==> config.mk <==
export PLATFORM = sky130hd
export DESIGN_NAME = one_shot_timer_table_top_flat
export DESIGN_NICKNAME = d
export VERILOG_FILES = /design/src/rtl/ostt_pkg.sv /design/src/rtl/ostt_ifs.sv /design/src/rtl/ostt_ctrl.sv /design/src/rtl/ostt_dp.sv /design/src/rtl/one_shot_timer_table_top.sv /design/src/flat_wrapper.sv
export SDC_FILE = /design/constraint.sdc
export NUM_CORES = 2
export LEC_CHECK = 0
export BUFFER_PORTS_ARGS = -buffer_cell sky130_fd_sc_hd__clkbuf_2
export CAP_MARGIN = 20
export CORE_AREA = 4 4 428 514
export DETAILED_ROUTE_END_ITERATION = 7
export DIE_AREA = 0 0 432 518
export SYNTH_ARGS = -nofsm -noshare
export SYNTH_HDL_FRONTEND = slang
export SYNTH_SLANG_ARGS = --single-unit
==> constraint.sdc <==
create_clock -name clk -period 19.93 [get_ports clk]
set_clock_uncertainty 0.1 [all_clocks]
set_input_delay 3.986 -clock clk [delete_from_list [all_inputs] [get_ports clk]]
set_output_delay 3.986 -clock clk [all_outputs]
set_load 0.01 [all_outputs]
==> src/rtl/ostt_pkg.sv <==
// Shared constants, codes and types for the one-shot timer table.
`timescale 1ns / 1ps
`default_nettype none
package ostt_pkg;

	localparam int SLOTS_DEF       = 16;
	localparam int COUNT_WIDTH_DEF = 32;

	localparam int KIND_W       = 2;
	localparam int ID_W         = 16;
	localparam int TIMEOUT_W    = 32;
	localparam int WORD_W       = 32;
	localparam int RANGE_LO_W   = 16;
	localparam int RANGE_HI_W   = 17;
	localparam int SLOT_INDEX_W = 4;

	localparam logic [KIND_W-1:0] KIND_TICK  = 2'd0;
	localparam logic [KIND_W-1:0] KIND_RUN   = 2'd1;
	localparam logic [KIND_W-1:0] KIND_STOP  = 2'd2;
	localparam logic [KIND_W-1:0] KIND_CLEAR = 2'd3;

	localparam logic RES_REPLY  = 1'b0;
	localparam logic RES_EXPIRY = 1'b1;

	// Strobes from the controller to the datapath.
	typedef struct packed {
		logic capture;
		logic rd_en;
		logic proc;
		logic flush;
		logic reply;
	} dp_cmd_t;

	// Status from the datapath to the controller.
	typedef struct packed {
		logic [KIND_W-1:0] kind;
		logic              hit;
		logic              stall;
		logic              pend_v;
		logic              ofree;
	} dp_stat_t;

	typedef struct packed {
		logic                     result_kind;
		logic [SLOT_INDEX_W-1:0]  slot_index;
		logic                     found;
		logic [ID_W-1:0]          expired_id;
		logic signed [WORD_W-1:0] expired_a;
		logic signed [WORD_W-1:0] expired_b;
		logic                     last;
	} res_t;

endpackage
`default_nettype wire

==> src/rtl/ostt_ifs.sv <==
// Valid/ready channel interfaces for commands and results of the timer table.
`timescale 1ns / 1ps
`default_nettype none
interface ostt_cmd_if;
	import ostt_pkg::*;

	logic                     valid;
	logic                     ready;
	logic [KIND_W-1:0]        kind;
	logic [ID_W-1:0]          timer_id;
	logic [TIMEOUT_W-1:0]     timeout;
	logic signed [WORD_W-1:0] param_a;
	logic signed [WORD_W-1:0] param_b;
	logic [RANGE_LO_W-1:0]    range_low;
	logic [RANGE_HI_W-1:0]    range_high;

	modport source (output valid, kind, timer_id, timeout, param_a, param_b, range_low,
		range_high, input ready);
	modport sink (input valid, kind, timer_id, timeout, param_a, param_b, range_low,
		range_high, output ready);
endinterface

interface ostt_rsp_if;
	import ostt_pkg::*;

	logic                     valid;
	logic                     ready;
	logic                     result_kind;
	logic [SLOT_INDEX_W-1:0]  slot_index;
	logic                     found;
	logic [ID_W-1:0]          expired_id;
	logic signed [WORD_W-1:0] expired_a;
	logic signed [WORD_W-1:0] expired_b;
	logic                     last;

	modport source (output valid, result_kind, slot_index, found, expired_id, expired_a,
		expired_b, last, input ready);
	modport sink (input valid, result_kind, slot_index, found, expired_id, expired_a,
		expired_b, last, output ready);
endinterface
`default_nettype wire

==> src/rtl/ostt_ctrl.sv <==
// Controller: command sequencing and slot scan counters of the timer table.
`timescale 1ns / 1ps
`default_nettype none
module ostt_ctrl #(
	parameter int SLOTS = ostt_pkg::SLOTS_DEF
) (
	input  wire logic                                clk,
	input  wire logic                                arst_n,
	input  wire logic                                in_valid,
	output logic                                     in_ready,
	input  wire ostt_pkg::dp_stat_t                  st,
	output ostt_pkg::dp_cmd_t                        cmd,
	output logic [(SLOTS > 1 ? $clog2(SLOTS) : 1)-1:0] rd_idx,
	output logic [(SLOTS > 1 ? $clog2(SLOTS) : 1)-1:0] proc_idx
);
	import ostt_pkg::*;

	localparam int IDX_W = (SLOTS > 1) ? $clog2(SLOTS) : 1;
	localparam int CNT_W = $clog2(SLOTS + 1);

	localparam logic [1:0] S_IDLE  = 2'd0;
	localparam logic [1:0] S_SCAN  = 2'd1;
	localparam logic [1:0] S_FLUSH = 2'd2;
	localparam logic [1:0] S_REPLY = 2'd3;

	logic [1:0]       state_q, state_d;
	logic [CNT_W-1:0] rd_cnt_q;
	logic [IDX_W-1:0] proc_idx_q;
	logic             proc_v_q;

	logic proc_ok, advance, done_reading;

	assign done_reading = (rd_cnt_q == CNT_W'(SLOTS));
	assign proc_ok      = (state_q == S_SCAN) && proc_v_q && !st.stall;
	assign advance      = (state_q == S_SCAN) && (!proc_v_q || proc_ok);
	assign in_ready     = (state_q == S_IDLE);
	assign rd_idx       = rd_cnt_q[IDX_W-1:0];
	assign proc_idx     = proc_idx_q;

	always_comb begin
		cmd         = '0;
		state_d     = state_q;
		cmd.capture = (state_q == S_IDLE) && in_valid;
		cmd.proc    = proc_ok;
		cmd.rd_en   = advance && !done_reading;
		case (state_q)
			S_IDLE: begin
				if (in_valid) begin
					state_d = S_SCAN;
				end
			end
			S_SCAN: begin
				if (proc_ok && st.hit) begin
					state_d = S_REPLY;
				end else if (advance && done_reading) begin
					if (st.kind == KIND_TICK) begin
						state_d = S_FLUSH;
					end else if (st.kind inside {KIND_RUN, KIND_STOP}) begin
						state_d = S_REPLY;
					end else begin
						state_d = S_IDLE;
					end
				end
			end
			S_FLUSH: begin
				if (!st.pend_v) begin
					state_d = S_IDLE;
				end else if (st.ofree) begin
					cmd.flush = 1'b1;
					state_d   = S_IDLE;
				end
			end
			S_REPLY: begin
				if (st.ofree) begin
					cmd.reply = 1'b1;
					state_d   = S_IDLE;
				end
			end
			default: begin
				state_d = S_IDLE;
			end
		endcase
	end

	always_ff @(posedge clk or negedge arst_n) begin
		if (!arst_n) begin
			state_q    <= S_IDLE;
			rd_cnt_q   <= '0;
			proc_idx_q <= '0;
			proc_v_q   <= 1'b0;
		end else begin
			state_q <= state_d;
			if (cmd.capture) begin
				rd_cnt_q <= '0;
				proc_v_q <= 1'b0;
			end else if (proc_ok && st.hit) begin
				proc_v_q <= 1'b0;
			end else if (advance) begin
				if (!done_reading) begin
					proc_idx_q <= rd_cnt_q[IDX_W-1:0];
					proc_v_q   <= 1'b1;
					rd_cnt_q   <= rd_cnt_q + CNT_W'(1);
				end else begin
					proc_v_q <= 1'b0;
				end
			end
		end
	end
endmodule
`default_nettype wire

==> src/rtl/ostt_dp.sv <==
// Datapath: slot memories, compares, expiry buffer and result register.
`timescale 1ns / 1ps
`default_nettype none
module ostt_dp #(
	parameter int SLOTS       = ostt_pkg::SLOTS_DEF,
	parameter int COUNT_WIDTH = ostt_pkg::COUNT_WIDTH_DEF
) (
	input  wire logic                                     clk,
	input  wire logic                                     arst_n,
	input  wire logic [ostt_pkg::KIND_W-1:0]              in_kind,
	input  wire logic [ostt_pkg::ID_W-1:0]                in_timer_id,
	input  wire logic [ostt_pkg::TIMEOUT_W-1:0]           in_timeout,
	input  wire logic signed [ostt_pkg::WORD_W-1:0]       in_param_a,
	input  wire logic signed [ostt_pkg::WORD_W-1:0]       in_param_b,
	input  wire logic [ostt_pkg::RANGE_LO_W-1:0]          in_range_low,
	input  wire logic [ostt_pkg::RANGE_HI_W-1:0]          in_range_high,
	input  wire ostt_pkg::dp_cmd_t                        cmd,
	input  wire logic [(SLOTS > 1 ? $clog2(SLOTS) : 1)-1:0] rd_idx,
	input  wire logic [(SLOTS > 1 ? $clog2(SLOTS) : 1)-1:0] proc_idx,
	output ostt_pkg::dp_stat_t                            st,
	output logic                                          res_valid,
	input  wire logic                                     res_ready,
	output ostt_pkg::res_t                                res
);
	import ostt_pkg::*;

	localparam int IDX_W = (SLOTS > 1) ? $clog2(SLOTS) : 1;

	// Latched command
	logic [KIND_W-1:0]      kind_q;
	logic [ID_W-1:0]        id_q;
	logic [COUNT_WIDTH-1:0] tmo_q;
	logic [WORD_W-1:0]      pa_q, pb_q;
	logic [RANGE_LO_W-1:0]  lo_q;
	logic [RANGE_HI_W-1:0]  hi_q;

	// Slot storage; active bit marks a nonzero id
	logic [SLOTS-1:0]       active_q;
	logic [ID_W-1:0]        id_mem  [SLOTS];
	logic [COUNT_WIDTH-1:0] cnt_mem [SLOTS];
	logic [WORD_W-1:0]      a_mem   [SLOTS];
	logic [WORD_W-1:0]      b_mem   [SLOTS];

	logic [ID_W-1:0]        id_rd_q;
	logic [COUNT_WIDTH-1:0] cnt_rd_q;
	logic [WORD_W-1:0]      a_rd_q, b_rd_q;

	// Held expiry, sent once the next one (or the end of the scan) is known
	logic                   pend_v_q;
	logic [IDX_W-1:0]       pend_idx_q;
	logic [ID_W-1:0]        pend_id_q;
	logic [WORD_W-1:0]      pend_a_q, pend_b_q;

	logic [IDX_W-1:0]       rep_idx_q;
	logic                   rep_found_q;

	logic                   out_v_q;
	res_t                   out_q;

	logic                   is_tick, is_run, is_stop, is_clear;
	logic                   act_p, expire, hit, in_range, ofree, push;
	logic [ID_W-1:0]        cur_id;
	logic [COUNT_WIDTH-1:0] dec;
	logic                   run_wr;
	logic [IDX_W-1:0]       wr_idx;

	assign is_tick  = (kind_q == KIND_TICK);
	assign is_run   = (kind_q == KIND_RUN);
	assign is_stop  = (kind_q == KIND_STOP);
	assign is_clear = (kind_q == KIND_CLEAR);

	assign act_p    = active_q[proc_idx];
	assign cur_id   = act_p ? id_rd_q : '0;
	assign dec      = cnt_rd_q - COUNT_WIDTH'(1);
	assign expire   = is_tick && act_p && (dec == '0);
	assign hit      = (is_run || is_stop) && (cur_id == id_q);
	assign in_range = (id_rd_q >= lo_q) && ({1'b0, id_rd_q} < hi_q);
	assign ofree    = !out_v_q || res_ready;
	assign push     = cmd.proc && expire && pend_v_q;
	assign run_wr   = cmd.reply && is_run && rep_found_q;
	assign wr_idx   = cmd.reply ? rep_idx_q : proc_idx;

	assign st.kind   = kind_q;
	assign st.hit    = hit;
	assign st.stall  = expire && pend_v_q && !ofree;
	assign st.pend_v = pend_v_q;
	assign st.ofree  = ofree;

	assign res_valid = out_v_q;
	assign res       = out_q;

	always_ff @(posedge clk) begin
		if (cmd.capture) begin
			kind_q <= in_kind;
			id_q   <= in_timer_id;
			tmo_q  <= COUNT_WIDTH'(in_timeout);
			pa_q   <= in_param_a;
			pb_q   <= in_param_b;
			lo_q   <= in_range_low;
			hi_q   <= in_range_high;
		end
	end

	// Memory write port: run claim/re-arm at reply time, counter update on tick
	always_ff @(posedge clk) begin
		if (run_wr) begin
			id_mem[wr_idx] <= id_q;
			a_mem[wr_idx]  <= pa_q;
			b_mem[wr_idx]  <= pb_q;
		end
		if (run_wr) begin
			cnt_mem[wr_idx] <= tmo_q;
		end else if (cmd.proc && is_tick && act_p) begin
			cnt_mem[wr_idx] <= dec;
		end
	end

	// Memory read port
	always_ff @(posedge clk) begin
		if (cmd.rd_en) begin
			id_rd_q  <= id_mem[rd_idx];
			cnt_rd_q <= cnt_mem[rd_idx];
			a_rd_q   <= a_mem[rd_idx];
			b_rd_q   <= b_mem[rd_idx];
		end
	end

	always_ff @(posedge clk or negedge arst_n) begin
		if (!arst_n) begin
			active_q <= '0;
		end else begin
			if (cmd.proc && (expire || (is_clear && act_p && in_range))) begin
				active_q[proc_idx] <= 1'b0;
			end
			if (run_wr) begin
				active_q[rep_idx_q] <= (id_q != '0);
			end
			if (cmd.reply && is_stop && rep_found_q) begin
				active_q[rep_idx_q] <= 1'b0;
			end
		end
	end

	// Reply slot: first match wins and ends the scan; otherwise the last free seen
	always_ff @(posedge clk) begin
		if (cmd.capture) begin
			rep_found_q <= 1'b0;
		end else if (cmd.proc && (hit || (is_run && cur_id == '0))) begin
			rep_idx_q   <= proc_idx;
			rep_found_q <= 1'b1;
		end
	end

	always_ff @(posedge clk or negedge arst_n) begin
		if (!arst_n) begin
			pend_v_q <= 1'b0;
		end else if (cmd.proc && expire) begin
			pend_v_q <= 1'b1;
		end else if (cmd.flush) begin
			pend_v_q <= 1'b0;
		end
	end

	always_ff @(posedge clk) begin
		if (cmd.proc && expire) begin
			pend_idx_q <= proc_idx;
			pend_id_q  <= id_rd_q;
			pend_a_q   <= a_rd_q;
			pend_b_q   <= b_rd_q;
		end
	end

	always_ff @(posedge clk or negedge arst_n) begin
		if (!arst_n) begin
			out_v_q <= 1'b0;
		end else if (push || cmd.flush || cmd.reply) begin
			out_v_q <= 1'b1;
		end else if (res_ready) begin
			out_v_q <= 1'b0;
		end
	end

	always_ff @(posedge clk) begin
		if (push || cmd.flush) begin
			out_q.result_kind <= RES_EXPIRY;
			out_q.slot_index  <= SLOT_INDEX_W'(pend_idx_q);
			out_q.found       <= 1'b1;
			out_q.expired_id  <= pend_id_q;
			out_q.expired_a   <= pend_a_q;
			out_q.expired_b   <= pend_b_q;
			out_q.last        <= cmd.flush;
		end else if (cmd.reply) begin
			out_q.result_kind <= RES_REPLY;
			out_q.slot_index  <= rep_found_q ? SLOT_INDEX_W'(rep_idx_q) : '0;
			out_q.found       <= rep_found_q;
			out_q.expired_id  <= '0;
			out_q.expired_a   <= '0;
			out_q.expired_b   <= '0;
			out_q.last        <= 1'b1;
		end
	end
endmodule
`default_nettype wire

==> src/rtl/one_shot_timer_table_top.sv <==
// Top level of the one-shot timer table: controller, datapath and channel ports.
`timescale 1ns / 1ps
`default_nettype none
// One-shot timer table with SLOTS slots, each holding a 16-bit id (zero means
// free), a COUNT_WIDTH-bit down-counter and two 32-bit user words; reset frees
// every slot. Commands arrive as beats on cmd; results leave as beats on rsp.
// A tick decrements every active slot and sends one expiry beat per slot that
// reaches zero, in slot order, freeing it; the final expiry of a tick has last
// set, and a tick with no expiry sends nothing. A run re-arms the lowest slot
// holding the id, or else claims the highest free slot, and always answers
// with one reply beat (found clear when the table is full). A stop frees the
// lowest slot holding the id and answers with one reply beat. A clear-range
// frees every id in [range_low, range_high) and sends nothing. A timeout of
// zero fires after 2^COUNT_WIDTH ticks. The slot store is a memory with one
// read port, so every command walks the slots one per cycle, save while a
// tick's held expiry waits for room on rsp; a run or stop ends its scan at
// the first matching slot. The block takes one command at a time: cmd.ready
// is high only between commands, while the last result can still wait in
// the output register.
module one_shot_timer_table_top #(
	parameter int SLOTS       = ostt_pkg::SLOTS_DEF,
	parameter int COUNT_WIDTH = ostt_pkg::COUNT_WIDTH_DEF
) (
	input wire logic   clk,
	input wire logic   arst_n,
	ostt_cmd_if.sink   cmd,
	ostt_rsp_if.source rsp
);
	import ostt_pkg::*;

	localparam int IDX_W = (SLOTS > 1) ? $clog2(SLOTS) : 1;

	dp_cmd_t          dp_cmd;
	dp_stat_t         dp_st;
	logic [IDX_W-1:0] rd_idx;
	logic [IDX_W-1:0] proc_idx;
	res_t             res;

	// Sequencing: accept, scan slots, then flush the held expiry (tick) or reply (run, stop).
	ostt_ctrl #(
		.SLOTS(SLOTS)
	) u_ctrl (
		.clk     (clk),
		.arst_n  (arst_n),
		.in_valid(cmd.valid),
		.in_ready(cmd.ready),
		.st      (dp_st),
		.cmd     (dp_cmd),
		.rd_idx  (rd_idx),
		.proc_idx(proc_idx)
	);

	// Slot memories, match/expiry logic and the result register.
	ostt_dp #(
		.SLOTS      (SLOTS),
		.COUNT_WIDTH(COUNT_WIDTH)
	) u_dp (
		.clk          (clk),
		.arst_n       (arst_n),
		.in_kind      (cmd.kind),
		.in_timer_id  (cmd.timer_id),
		.in_timeout   (cmd.timeout),
		.in_param_a   (cmd.param_a),
		.in_param_b   (cmd.param_b),
		.in_range_low (cmd.range_low),
		.in_range_high(cmd.range_high),
		.cmd          (dp_cmd),
		.rd_idx       (rd_idx),
		.proc_idx     (proc_idx),
		.st           (dp_st),
		.res_valid    (rsp.valid),
		.res_ready    (rsp.ready),
		.res          (res)
	);

	// Drive the result beat fields.
	assign rsp.result_kind = res.result_kind;
	assign rsp.slot_index  = res.slot_index;
	assign rsp.found       = res.found;
	assign rsp.expired_id  = res.expired_id;
	assign rsp.expired_a   = res.expired_a;
	assign rsp.expired_b   = res.expired_b;
	assign rsp.last        = res.last;
endmodule
`default_nettype wire

==> src/flat_wrapper.sv <==
// flat-port wrapper written by rule: the top's interface ports become plain ports
module one_shot_timer_table_top_flat import ostt_pkg::*;
#(
	parameter int SLOTS       = ostt_pkg::SLOTS_DEF,
	parameter int COUNT_WIDTH = ostt_pkg::COUNT_WIDTH_DEF
)
  (clk, arst_n, cmd_valid, cmd_kind, cmd_timer_id, cmd_timeout, cmd_param_a, cmd_param_b, cmd_range_low, cmd_range_high, cmd_ready, rsp_valid, rsp_result_kind, rsp_slot_index, rsp_found, rsp_expired_id, rsp_expired_a, rsp_expired_b, rsp_last, rsp_ready);
  ostt_cmd_if cmd_i ();
  ostt_rsp_if rsp_i ();
  input wire logic clk;
  input wire logic arst_n;
  input wire logic [$bits(cmd_i.valid)-1:0] cmd_valid;
  input wire logic [$bits(cmd_i.kind)-1:0] cmd_kind;
  input wire logic [$bits(cmd_i.timer_id)-1:0] cmd_timer_id;
  input wire logic [$bits(cmd_i.timeout)-1:0] cmd_timeout;
  input wire logic [$bits(cmd_i.param_a)-1:0] cmd_param_a;
  input wire logic [$bits(cmd_i.param_b)-1:0] cmd_param_b;
  input wire logic [$bits(cmd_i.range_low)-1:0] cmd_range_low;
  input wire logic [$bits(cmd_i.range_high)-1:0] cmd_range_high;
  output wire logic [$bits(cmd_i.ready)-1:0] cmd_ready;
  output wire logic [$bits(rsp_i.valid)-1:0] rsp_valid;
  output wire logic [$bits(rsp_i.result_kind)-1:0] rsp_result_kind;
  output wire logic [$bits(rsp_i.slot_index)-1:0] rsp_slot_index;
  output wire logic [$bits(rsp_i.found)-1:0] rsp_found;
  output wire logic [$bits(rsp_i.expired_id)-1:0] rsp_expired_id;
  output wire logic [$bits(rsp_i.expired_a)-1:0] rsp_expired_a;
  output wire logic [$bits(rsp_i.expired_b)-1:0] rsp_expired_b;
  output wire logic [$bits(rsp_i.last)-1:0] rsp_last;
  input wire logic [$bits(rsp_i.ready)-1:0] rsp_ready;
  assign cmd_i.valid = cmd_valid;
  assign cmd_i.kind = cmd_kind;
  assign cmd_i.timer_id = cmd_timer_id;
  assign cmd_i.timeout = cmd_timeout;
  assign cmd_i.param_a = cmd_param_a;
  assign cmd_i.param_b = cmd_param_b;
  assign cmd_i.range_low = cmd_range_low;
  assign cmd_i.range_high = cmd_range_high;
  assign cmd_ready = cmd_i.ready;
  assign rsp_valid = rsp_i.valid;
  assign rsp_result_kind = rsp_i.result_kind;
  assign rsp_slot_index = rsp_i.slot_index;
  assign rsp_found = rsp_i.found;
  assign rsp_expired_id = rsp_i.expired_id;
  assign rsp_expired_a = rsp_i.expired_a;
  assign rsp_expired_b = rsp_i.expired_b;
  assign rsp_last = rsp_i.last;
  assign rsp_i.ready = rsp_ready;
  one_shot_timer_table_top #(.SLOTS(SLOTS), .COUNT_WIDTH(COUNT_WIDTH)) u_core (.clk(clk), .arst_n(arst_n), .cmd(cmd_i), .rsp(rsp_i));
endmodule
==> key figures <==
Power and ir drop
  • LEAKAGE: 31.09 nW
  • Maximum VDD drop: 0.1331 mV
  • Power Density: 131.0 nW/µm²

Placement
  • Post-DP HPWL: 113,300 µm
  • PortBufs: 239
  • Pre-CTS WS: 11,930 ps
  • Placed insts: 6,666
  • Gp weighted congestion: 0.8064

Global routing
  • Tot GR Track Use: 17.67%
  • M1 GR Usage: 24.22%
  • Largest net degree at the start of global routing: 110
  • Grt ovf: 0
  • Met3 usage: 2.891%
  • First-pass GRT wire length: 288,500 µm
  • Global routing's busiest layer: met2
  • Vias in the first global route: 40,580
  • Met2 usage in global routing: 29.90%
  • Initial antenna violation count: 9

STA
  • Setup violators final: 0
  • Hold WS: 315.5 ps
  • Final worst path period share: 35.63%
  • Post-route setup slack: 12,830 ps
  • Final critical-path required period: 7102 ps
  • RSZ-0062 raised after global routing: no
  • Final Hold Vio Count: 0
  • Max Slew Vio Count: 0
  • Fmax: 140.8 MHz
  • Relative slew slack: 26.20%
  • Worst-Margin Slew: 1107 ps
  • Setup TNS: 0 ps

Critical path
  • CP top delay family: simple AND/OR/NAND/NOR gates
  • CP most frequent cell: and3_1
  • Slowest-stage cell, CP: buf_4
  • Critical Path Max Stage Delay: 940 ps
  • CP required: 20,280 ps
  • WP buf/inv: 2
  • CP max FO: 60
  • Critical Path, Cell by Cell: clkbuf_2 -> nand2b_1 -> and3_1 -> and3_1 -> nand2_1 -> nor2_4 -> buf_4
  • Crit end category: flop
  • CP Data Arrival Time: 7460 ps
  • Crit path from: rsp_ready
  • Crit Path Class: primary input to flop
  • Worst r2r src: u_core.u_dp.cnt_rd_q[0]$_DFFE_PP_
  • CP Launch Type: primary input

Synthesis
  • Cell variety after synth: 77
  • Syn_area_per_cell: 23.16 µm²
  • Post-synthesis mux area share: 15.09%
  • Sequential share of the synthesized area: 79.06%
  • Post-synth ARST share: 1.329%
  • EDFF count, synth: 2,224
  • Largest family of logic cells by synthesized area: multiplexers
  • Synth Area in Simple Gates: 2.492%
  • Adder-Cell Fraction of Synth Area: 0.5854%
  • Seq cells post-synth: 2,257
  • Synth Net Count: 3,883
  • Top_reg_cell synth: edfxtp_1
  • Synth Area in Compound Gates: 1.367%
  • Mapped Area: 85,490 µm²
  • Synth Area in XOR/XNOR: 0.3893%
  • Yosys Warn Count: 0
  • Post-Syn Instances: 3,692

Route
  • Remaining antenna violation count: 0
  • Wire per inst: 28.01 µm
  • Via density: 5.456
  • Via count: 38,650
  • Final wirelength: 198,400 µm
  • DRC: 0
  • Drt pass-1 iters: 5
  • DR iter-0 viols: 3,709

Hold path
  • Min-delay src: u_core.u_dp.a_rd_q[15]$_DFFE_PP_
  • Hold crit path type: flop to flop

Layout
  • Fill cells: 17,650
  • N_diodes: 0
  • Register area: 67,610 µm²
  • Fin util: 45.53%
  • Area Growth Syn to Fin: 14.15%
  • Final Net Count: 4,269
  • Area taken by multi-input logic gates: 17,280 µm²
  • Final Non-Filler Cells: 7,083
  • Share of layout cells above drive strength 1: 29.72%

Clocking
  • Cts repair resizes: 0
  • CTS Buf Count: 219
  • Htree depth: 4
  • Clock slew at reported path FFs: 60 ps
  • Clock sink count: 2,257
  • Worst skew pair latency: 880 ps
  • # hold bufs at CTS: 0
  • CTS tree: done
  • Number of post-CTS setup repair buffers: 0
  • Clk root buf: clkbuf_16
  • Clk buf depth: 3

Floorplanning
  • Initial core utilization: 39.89%
  • Core footprint: 214,300 µm²
  • I/O pin total: 240
  • Die Area: 223,800 µm²
  • Chip width: 432 µm
  • Die H: 518 µm
  • Core Rows: 186

Status
  • Run status: completed

Run
  • Max-Cap Viols: 0
-- cell usage after synthesis (11+ instances only) --
master / instances / area share (%)
xor2_1: 12 / 0.12
a41oi_1: 11 / 0.11
edfxtp_1: 2224 / 78
clkbuf_1: 114 / 0.50
nand3_1: 19 / 0.11
a31oi_1: 11 / 0.080
xnor2_1: 26 / 0.27
nor2b_1: 13 / 0.095
and2_1: 91 / 0.67
a21o_1: 11 / 0.097
mux2i_1: 15 / 0.18
nor3_1: 20 / 0.12
nor4_1: 21 / 0.15
mux4_2: 561 / 15
buf_2: 11 / 0.064
buf_1: 27 / 0.12
ha_1: 40 / 0.59
nand4_1: 11 / 0.080
inv_1: 49 / 0.22
o21ai_0: 18 / 0.11
nor2_1: 96 / 0.42
dfrtp_1: 30 / 0.88
nand2_1: 56 / 0.25
a21oi_1: 44 / 0.26
-- cell type report --
class,instances,share of cell area (%)
clock buffers,268,5.804
repair buffers,331,1.972
well taps,2820,3.616
multi-input cells,1220,17.71
inverters,49,0.1962
clock inverters,138,1.422
flip-flops and latches,2257,69.28
-- power breakdown --
group | total [mW] | switching (mW) | internal (mW)
registers | 6.01 | 0.361 | 5.65
logic | 2.75 | 1.41 | 1.34
clock network | 4.03 | 1.80 | 2.23
total | 12.8 | 3.56 | 9.22
-- logic make-up after synthesis --
| kind of cell | after synthesis |
|---|---|
| AO/OA/AOI/OAI | 166 |
| XOR/XNOR | 38 |
| adder cells (fa/ha/maj) | 40 |
| buffers and inverters | 215 |
| flip-flops | 2257 |
| multiplexers | 586 |
| AND/OR/NAND/NOR | 390 |
-- final timing paths --
kind                                                         end  cells after the start  slack [ps]
max in group asynchronous  u_core.u_ctrl.rd_cnt_q[2]$_DFFE_PN0P_                      1       16000
min reg2reg                   u_core.u_dp.pend_a_q[15]$_DFFE_PN_                      0         320
min in group asynchronous  u_core.u_ctrl.rd_cnt_q[1]$_DFFE_PN0P_                      1        3120
min                           u_core.u_dp.pend_a_q[15]$_DFFE_PN_                      0         320
max                           u_core.u_dp.a_mem[0][19]$_DFFE_PP_                      7       12830
max reg2reg                        u_core.u_dp.res[25]$_DFFE_PP_                     13       13480
-- routing by layer --
metal | part of all wire, % | wire (µm)
met2 | 51 | 101100
met5 | 0.010 | 20
met3 | 5.1 | 10160
met4 | 1.7 | 3389
met1 | 42 | 83780
-- worst register-to-register path, stage by stage, from the launching register on --
cell      delay (ps)
edfxtp_1         470
inv_1            120
ha_1             400
nor4b_1          790
nand3_1          250
xor2_1           420
nand4_1          150
nor4_1           330
and4b_4          370
and2_4           180
o211a_4          150
buf_4            750
or2_4            680
buf_4            820
-- through the flow --
stage / cell area [µm²] / total power, mW
floorplan: 85490 / 7.971
global placement: 90450 / 8.912
detailed placement: 90460 / 8.918
CTS: 97510 / 12.97
global route: 97590 / 13.32
finish: 97590 / 12.79
-- cell usage in the layout (no fill, tap or decap), types with 9 or more instances in the layout --
cell	synthesis	final
nand3_1	19	19
xnor2_1	26	26
a21oi_1	44	44
buf_4	7	89
edfxtp_1	2224	2224
clkinv_1	0	53
inv_1	49	48
a21o_1	11	11
nand4_1	11	11
a22o_1	9	9
o31ai_1	10	10
clkinv_16	0	12
nand2_1	56	56
nor2_4	0	29
bufinv_16	0	15
nor3_1	20	18
o21ai_0	18	18
mux2i_1	15	15
clkbuf_16	0	219
and2_1	91	91
dfrtp_1	30	26
clkinvlp_4	0	11
xor2_1	12	12
clkinv_2	0	37
nor2_1	96	67
nor4_1	21	20
nor2b_1	13	13
a41oi_1	11	11
a22oi_1	9	9
a31oi_1	11	11
clkbuf_2	5	239
mux2_2	10	10
mux4_2	561	561
clkbuf_1	114	49
ha_1	40	40
-- state kept, by name (all words and copies together), names as in the netlist, 87 cells and up --
register and flops:
u_core.u_dp.res 87, u_core.u_dp.b_mem 512, u_core.u_dp.id_mem 256, u_core.u_dp.a_mem 512, u_core.u_dp.cnt_mem 512
Note: power is estimated with default switching activity, not from simulation.
